===== config.mk =====
export PLATFORM = sky130hd
export DESIGN_NAME = fixed_partition_fit_allocator
export DESIGN_NICKNAME = d
export VERILOG_FILES = /design/src/design/fpfa_pkg.sv /design/src/design/fpfa_cell.sv /design/src/design/fixed_partition_fit_allocator.sv
export SDC_FILE = /design/constraint.sdc
export NUM_CORES = 2
export LEC_CHECK = 0
export ABC_CLOCK_PERIOD_IN_PS = 9100
export BUFFER_PORTS_ARGS = -buffer_cell sky130_fd_sc_hd__buf_2
export CAP_MARGIN = 25
export CORE_MARGIN = 2
export CORE_UTILIZATION = 60
export CTS_CLUSTER_SIZE = 8
export DETAILED_ROUTE_END_ITERATION = 16
export PLACE_DENSITY_LB_ADDON = 0.2
export SYNTH_ARGS = -nofsm -noshare
export SYNTH_HDL_FRONTEND = slang
export SYNTH_HIERARCHICAL = 1
export SYNTH_SLANG_ARGS = --single-unit
export TNS_END_PERCENT = 100

===== constraint.sdc =====
create_clock -name clk -period 9.1 [get_ports clk]
set_clock_uncertainty 0.15 [all_clocks]
set_input_delay 0.455 -clock clk [delete_from_list [all_inputs] [get_ports clk]]
set_output_delay 0.455 -clock clk [all_outputs]
set_load 0.005 [all_outputs]

===== src/design/fpfa_pkg.sv =====
// ----------------------------------------------------------------------------
// Fixed partition fit allocator package
// Sizes, operation codes, controller states and the structs between modules.
// ----------------------------------------------------------------------------
package fpfa_pkg;

	localparam int NUM_PARTS = 32;
	localparam int SIZE_BITS = 16;
	localparam int IDX_BITS  = (NUM_PARTS > 1) ? $clog2(NUM_PARTS) : 1;
	localparam int CNT_BITS  = $clog2(NUM_PARTS + 1);

	typedef enum logic [1:0] {
		OP_LOAD  = 2'd0,
		OP_ALLOC = 2'd1,
		OP_CLEAR = 2'd2
	} op_t;

	typedef enum logic [1:0] {
		ST_IDLE,
		ST_SCAN,
		ST_DONE
	} state_t;

	// Search token that walks down the cell row.
	typedef struct packed {
		logic                 valid;
		logic                 found;
		logic [IDX_BITS-1:0]  idx;
		logic [SIZE_BITS-1:0] psize;
		logic [SIZE_BITS-1:0] rem;
	} tok_t;

	// Table update broadcast to every cell.
	typedef struct packed {
		logic                 load;
		logic                 clear;
		logic                 mark;
		logic [IDX_BITS-1:0]  idx;
		logic [SIZE_BITS-1:0] psize;
	} cmd_t;

endpackage


===== src/design/fpfa_cell.sv =====
// ----------------------------------------------------------------------------
// Fixed partition fit allocator cell
// Holds one partition's size and used mark; updates the passing search token.
// ----------------------------------------------------------------------------
module fpfa_cell
	import fpfa_pkg::*;
(
	input  logic                 clk,
	input  logic                 arst_n,
	input  logic [IDX_BITS-1:0]  cell_idx,
	input  logic [CNT_BITS-1:0]  count,
	input  logic [SIZE_BITS-1:0] req,
	input  logic                 mode,
	input  cmd_t                 cmd,
	input  tok_t                 tok_in,
	output tok_t                 tok_out
);

	logic [SIZE_BITS-1:0] size_q;
	logic                 used_q;
	logic                 hit;
	logic                 active;
	logic                 eligible;
	logic                 take;
	logic [SIZE_BITS-1:0] rem;
	tok_t                 tok_q;
	tok_t                 tok_d;

	assign hit      = (cmd.idx == cell_idx);
	assign active   = (CNT_BITS'(cell_idx) < count);
	assign eligible = active && !used_q && (size_q >= req);
	assign rem      = size_q - req;
	// first fit keeps the earliest hit; worst fit replaces on a strictly larger remainder
	assign take     = eligible && (!tok_in.found || (mode && (rem > tok_in.rem)));

	always_comb begin
		tok_d = tok_in;
		if (take) begin
			tok_d.found = 1'b1;
			tok_d.idx   = cell_idx;
			tok_d.psize = size_q;
			tok_d.rem   = rem;
		end
	end

	always_ff @(posedge clk) begin
		if (cmd.load && hit) begin
			size_q <= cmd.psize;
		end
	end

	always_ff @(posedge clk or negedge arst_n) begin
		if (!arst_n) begin
			used_q <= 1'b0;
		end else if (cmd.clear || (cmd.load && hit)) begin
			used_q <= 1'b0;
		end else if (cmd.mark && hit) begin
			used_q <= 1'b1;
		end
	end

	always_ff @(posedge clk or negedge arst_n) begin
		if (!arst_n) begin
			tok_q <= '0;
		end else begin
			tok_q <= tok_d;
		end
	end

	assign tok_out = tok_q;

endmodule


===== src/design/fixed_partition_fit_allocator.sv =====
// ----------------------------------------------------------------------------
// Fixed partition fit allocator
// Partition table with first fit and worst fit allocation over a cell row.
// ----------------------------------------------------------------------------
//
// channel  | handshake                  | payload
// ---------+----------------------------+-----------------------------------
// input    | in_valid / in_stall        | op, size_value
// result   | out_valid / out_stall      | ok, part_index, part_size, leftover
// config   | cfg_valid / cfg_ready      | cfg_data (fit_mode)
//
// An allocate goes through accept, token launch, the search token walking
// the row through each cell's register, and one write-back.
// Load, clear and unknown codes go through accept and write-back.
// Reset clears the used marks, the partition count and fit_mode; sizes are
// held only in flops without reset and are read only after a load.
// A stalled result holds the write-back; the next transfer is taken as soon
// as the write-back has landed in the output register.
// ----------------------------------------------------------------------------
module fixed_partition_fit_allocator
	import fpfa_pkg::*;
(
	input  logic                 clk,
	input  logic                 arst_n,
	// input channel
	input  logic                 in_valid,
	output logic                 in_stall,
	input  logic [1:0]           op,
	input  logic [SIZE_BITS-1:0] size_value,
	// result channel
	output logic                 out_valid,
	input  logic                 out_stall,
	output logic                 ok,
	output logic [IDX_BITS-1:0]  part_index,
	output logic [SIZE_BITS-1:0] part_size,
	output logic [SIZE_BITS-1:0] leftover,
	// configuration channel
	input  logic                 cfg_valid,
	output logic                 cfg_ready,
	input  logic                 cfg_data
);

	localparam logic [CNT_BITS-1:0] CNT_FULL = CNT_BITS'(NUM_PARTS);

	state_t               state_q;
	state_t               state_d;
	logic [1:0]           op_q;
	logic [SIZE_BITS-1:0] req_q;
	logic                 mode_q;
	logic [CNT_BITS-1:0]  count_q;
	logic                 start_q;
	tok_t                 best_q;

	logic                 out_valid_q;
	logic                 ok_q;
	logic [IDX_BITS-1:0]  idx_q;
	logic [SIZE_BITS-1:0] size_q;
	logic [SIZE_BITS-1:0] left_q;

	logic                 in_fire;
	logic                 out_free;
	logic                 res_load;
	cmd_t                 cmd;
	logic                 res_ok;
	logic [IDX_BITS-1:0]  res_idx;
	logic [SIZE_BITS-1:0] res_size;
	logic [SIZE_BITS-1:0] res_left;
	logic [CNT_BITS-1:0]  count_d;

	tok_t                 chain [0:NUM_PARTS];

	assign in_fire   = in_valid && !in_stall;
	assign out_free  = !out_valid_q || !out_stall;
	assign cfg_ready = 1'b1;

	// ---- cell row --------------------------------------------------------
	// launch an empty token into the first cell in the cycle after an allocate is taken
	always_comb begin
		chain[0]       = '0;
		chain[0].valid = start_q;
	end

	for (genvar i = 0; i < NUM_PARTS; i++) begin : g_cell
		fpfa_cell u_cell (
			.clk      (clk),
			.arst_n   (arst_n),
			.cell_idx (IDX_BITS'(i)),
			.count    (count_q),
			.req      (req_q),
			.mode     (mode_q),
			.cmd      (cmd),
			.tok_in   (chain[i]),
			.tok_out  (chain[i+1])
		);
	end

	// ---- controller ------------------------------------------------------
	always_comb begin
		state_d = state_q;
		unique case (state_q)
			ST_IDLE: begin
				if (in_fire) begin
					state_d = (op == OP_ALLOC) ? ST_SCAN : ST_DONE;
				end
			end
			ST_SCAN: begin
				if (chain[NUM_PARTS].valid) begin
					state_d = ST_DONE;
				end
			end
			ST_DONE: begin
				if (out_free) begin
					state_d = ST_IDLE;
				end
			end
			default: state_d = ST_IDLE;
		endcase
	end

	// Build the result and the table update for the item being retired.
	always_comb begin
		in_stall = (state_q != ST_IDLE);
		res_load = (state_q == ST_DONE) && out_free;
		cmd      = '0;
		cmd.idx  = count_q[IDX_BITS-1:0];
		cmd.psize = req_q;
		res_ok   = 1'b0;
		res_idx  = '0;
		res_size = '0;
		res_left = '0;
		count_d  = count_q;
		unique case (op_q)
			OP_LOAD: begin
				if (count_q < CNT_FULL) begin
					cmd.load = res_load;
					res_ok   = 1'b1;
					res_idx  = count_q[IDX_BITS-1:0];
					res_size = req_q;
					count_d  = count_q + CNT_BITS'(1);
				end
			end
			OP_ALLOC: begin
				if (best_q.found) begin
					cmd.mark = res_load;
					cmd.idx  = best_q.idx;
					res_ok   = 1'b1;
					res_idx  = best_q.idx;
					res_size = best_q.psize;
					res_left = best_q.rem;
				end
			end
			OP_CLEAR: begin
				cmd.clear = res_load;
				count_d   = '0;
			end
			default: begin
			end
		endcase
	end

	always_ff @(posedge clk or negedge arst_n) begin
		if (!arst_n) begin
			state_q     <= ST_IDLE;
			start_q     <= 1'b0;
			count_q     <= '0;
			mode_q      <= 1'b0;
			out_valid_q <= 1'b0;
		end else begin
			state_q <= state_d;
			start_q <= in_fire && (op == OP_ALLOC);
			if (cfg_valid && cfg_ready) begin
				mode_q <= cfg_data;
			end
			if (res_load) begin
				count_q <= count_d;
			end
			// hold the result until the consumer takes the transfer
			if (res_load) begin
				out_valid_q <= 1'b1;
			end else if (!out_stall) begin
				out_valid_q <= 1'b0;
			end
		end
	end

	always_ff @(posedge clk) begin
		if (in_fire) begin
			op_q  <= op;
			req_q <= size_value;
		end
		// capture the winner as the token leaves the last cell
		if ((state_q == ST_SCAN) && chain[NUM_PARTS].valid) begin
			best_q <= chain[NUM_PARTS];
		end
		if (res_load) begin
			ok_q   <= res_ok;
			idx_q  <= res_idx;
			size_q <= res_size;
			left_q <= res_left;
		end
	end

	assign out_valid  = out_valid_q;
	assign ok         = ok_q;
	assign part_index = idx_q;
	assign part_size  = size_q;
	assign leftover   = left_q;

endmodule


==> flow_metrics.env <==
export IMPL_status="complete, no violations"
export IMPL_syn_area_per_cell_um2=11.4
export IMPL_gp_congestion=0.950
export IMPL_clk_latency_ps=920
export IMPL_vias=82578
export IMPL_path_cells="buf_4 -> buf_4 -> ha_1 -> fa_1 -> nand2b_1 -> a211oi_1 -> o21ai_0 -> o311ai_0 -> ha_1 -> and3_1 -> o21ai_0 -> a21oi_1 -> o41ai_1 -> nand3b_1 -> buf_4 -> mux2_2"
export IMPL_wire_per_inst_um=22.9
export IMPL_async_flop_share=0.681
export IMPL_syn2layout_area_growth_pct=10.3
export IMPL_final_antenna_net_count=0
export IMPL_cp_max_fo=31
export IMPL_criticalPathCategory="reg2reg"
export IMPL_root_buffer="clkbuf_16"
export IMPL_cellPowerDensity_nw_per_um2=296
export IMPL_slew_viol_final=0
export IMPL_power_leakage_uw=0.0634
export IMPL_critPathLaunch="req_q[0]$_DFFE_PP_"
export IMPL_fin_nets=12424
export IMPL_drt_iter0_markers=6740
export IMPL_finalSetupTns_ps=0
export IMPL_critPathTopFamily="compound AO/OA/AOI/OAI gates"
export IMPL_reg2reg_from="req_q[0]$_DFFE_PP_"
export IMPL_fill_cells=14972
export IMPL_drtPass1Iterations=7
export IMPL_synth_area_leader_cell="dfrtp_1"
export IMPL_r2r_end="g_cell[28].u_cell/tok_out[2]$_DFF_PN0_"
export IMPL_cp_data_required_time_ps=9740
export IMPL_fin_ws_ps=2630
export IMPL_hold_class="in2reg"
export IMPL_regArea_um2=50500
export IMPL_timing_final_crit_period_ps=6470
export IMPL_multi_input_area_um2=62800
export IMPL_worst_path_buf_inv=3
export IMPL_worst_hold_slack_ps=96.2
export IMPL_fmax_mhz=155
export IMPL_synthCells=10487
export IMPL_relSlewSlack=0.297
export IMPL_dieArea_um2=203000
export IMPL_grt_ovfl_total=0
export IMPL_total_power_uw=39000
export IMPL_drv_cap=0
export IMPL_whs_endpoint="req_q[11]$_DFFE_PP_"
export IMPL_fp_dieW_um=450
export IMPL_clock_sinks=1897
export IMPL_yosysSeqAreaShare=0.423
export IMPL_start_util=0.605
export IMPL_ys_types=95
export IMPL_ys_warn_count=6
export IMPL_grt_pass1_vias=83394
export IMPL_design_area_um2=132000
export IMPL_setup_viol_count_final=0
export IMPL_cpMostUsedCell="buf_4"
export IMPL_clk_pin_slew_worst_paths_ps=50
export IMPL_yosysTopAreaCellShare=0.271
export IMPL_cts_tree="built"
export IMPL_pre_cts_ws_ps=2850
export IMPL_ys_seq_elements=1897
export IMPL_track_usage=0.314
export IMPL_antenna_found_initial=5
export IMPL_cts_inserted_buffers=289
export IMPL_worst_r2r_setup_slack_ps=2630
export IMPL_ys_flop_type="dfrtp_1"
export IMPL_min_from="size_value[11]"
export IMPL_final_common_cell="inv_1"
export IMPL_tightest_slew_ps=1050
export IMPL_syn_area_um2=119000
export IMPL_die_y_um=450
export IMPL_period_share=0.711
export IMPL_final_cell_mix="1380 x inv_1, 1284 x dfrtp_1, 1153 x ha_1, 895 x mux2_4, 694 x a21oi_1"
export IMPL_cts_path_max_buffers=4
export IMPL_endpoint_kind="flop"
export IMPL_drc=0
export IMPL_placementRows=163
export IMPL_wl_mm=321
export IMPL_drive_above_1_share=0.157
export IMPL_crit_arrival_ps=7110
export IMPL_routed_via_density=5.88
export IMPL_synth_edf_count=606
export IMPL_htreeDepth=5
export IMPL_synthTopCellsByArea="dfrtp_1 27%, edfxtp_1 15%, ha_1 12%"
export IMPL_dpl_cell_area_um2=123000
export IMPL_reg2reg_depth=16
export IMPL_hpwlAfterDp_mm=231
export IMPL_portBuffers=63
export IMPL_startpoint_type="flop"
export IMPL_rsz0062_at_grt="no"
export IMPL_crit_path_top_delay_cell="o311ai_0"
export IMPL_hold_violations=0
export IMPL_coreArea_um2=197000
export IMPL_max_stage_delay_ps=670
export IMPL_grt_max_degree=176
export IMPL_min_delay_path_depth=2
export IMPL_grt_pass1_wl_mm=494
export IMPL_pin_count=65
export IMPL_peakVddDrop_v=0.000236
==> metrics by stage <==
| step | utilization | instances |
|---|---|---|
| 2_1_floorplan | - | 11021 |
| 3_3_place_gp | 0.624 | 13532 |
| 3_5_place_dp | 0.624 | 13534 |
| 4_1_cts | 0.667 | 14038 |
| 5_1_grt | 0.667 | 14045 |
| 6_report | 0.667 | 14045 |
==> cells in the mapped netlist, types with 61 or more instances <==
cell	count
inv_1	1380
dfrtp_1	1291
ha_1	1153
mux2_4	895
a21oi_1	695
edfxtp_1	606
nand2_1	381
xnor2_1	352
nor2_1	327
o21ai_0	270
mux2_2	237
a21o_1	220
nand3_1	209
nand4_1	176
xor2_1	170
nand2b_1	161
nor3_1	138
a211oi_1	122
o211ai_1	112
buf_2	98
nor2b_1	91
o2111ai_1	89
o21a_1	86
mux2i_1	84
and2_1	74
or3_1	71
a31oi_1	66
buf_12	66
and4_1	61
==> report_power, final <==
group | internal [uW] | switching [uW] | total (uW)
Clock | 5990 | 3770 | 9770
Sequential | 11700 | 2060 | 13800
Combinational | 7560 | 7890 | 15400
Total | 25300 | 13700 | 39000
==> timing repair <==
action | CTS | global route
resized for setup | 0 | 0
endpoints found under the setup margin | 0 | 0
buffers inserted | 0 | 0
hold buffers | 25 | 0
hold endpoints to repair | 144 | 0
==> per-layer routing <==
| layer | share of wire | GRT usage |
|---|---|---|
| met1 | 0.44 | 0.434 |
| met2 | 0.47 | 0.510 |
| met3 | 0.054 | 0.0389 |
| met4 | 0.039 | 0.115 |
| met5 | 0 | 0 |
==> cell families (layout without fill, tap and decap cells) <==
| logic type | Yosys count | after routing | synth area share |
|---|---|---|---|
| AOI/OAI and AO/OA | 2075 | 2075 | 0.117 |
| and+or+nand+nor | 1903 | 1903 | 0.0858 |
| DFF | 1897 | 1897 | 0.423 |
| buffers and inverters | 1687 | 2069 | 0.0680 |
| muxes | 1216 | 1216 | 0.142 |
| adders and majority gates | 1185 | 1185 | 0.126 |
| xor gates and xnor gates | 522 | 522 | 0.0383 |
| other | 2 | 538 | 0.0000629 |
==> flip-flops by register name, summed over array words and instances, names as in the netlist <==
signal,count
part_size,16
mode_q,1
best_q,38
state_q,2
g_cell.u_cell/size_q,512
leftover,16
count_q,6
g_cell.u_cell/used_q,32
part_index,5
ok,1
out_valid,1
start_q,1
req_q,16
op_q,2
g_cell.u_cell/tok_out,1248
==> area by class of cell <==
type,instances,share of cell area
Clock inverter,7,0.000665
Multi-Input combinational cell,7437,0.477
Inverter,1387,0.0395
Sequential cell,1897,0.384
Antenna cell,2,0.0000380
Timing Repair Buffer,203,0.0129
Clock buffer,472,0.0614
Tap cell,2640,0.0251
==> worst max-delay path by stage <==
| stage | to | cells past startpoint | slack (ps) |
|---|---|---|---|
| detailed placement | g_cell[28].u_cell/tok_out[2]$_DFF_PN0_ | 16 | 2850 |
| CTS | g_cell[28].u_cell/tok_out[2]$_DFF_PN0_ | 16 | 2790 |
| floorplan | g_cell[16].u_cell/tok_out[10]$_DFF_PN0_ | 17 | 2710 |
| finish | g_cell[28].u_cell/tok_out[2]$_DFF_PN0_ | 16 | 2630 |
| global placement | g_cell[23].u_cell/tok_out[4]$_DFF_PN0_ | 15 | 3000 |
| global route | g_cell[28].u_cell/tok_out[2]$_DFF_PN0_ | 16 | 2370 |
Note: power is estimated with default switching activity, not from simulation.
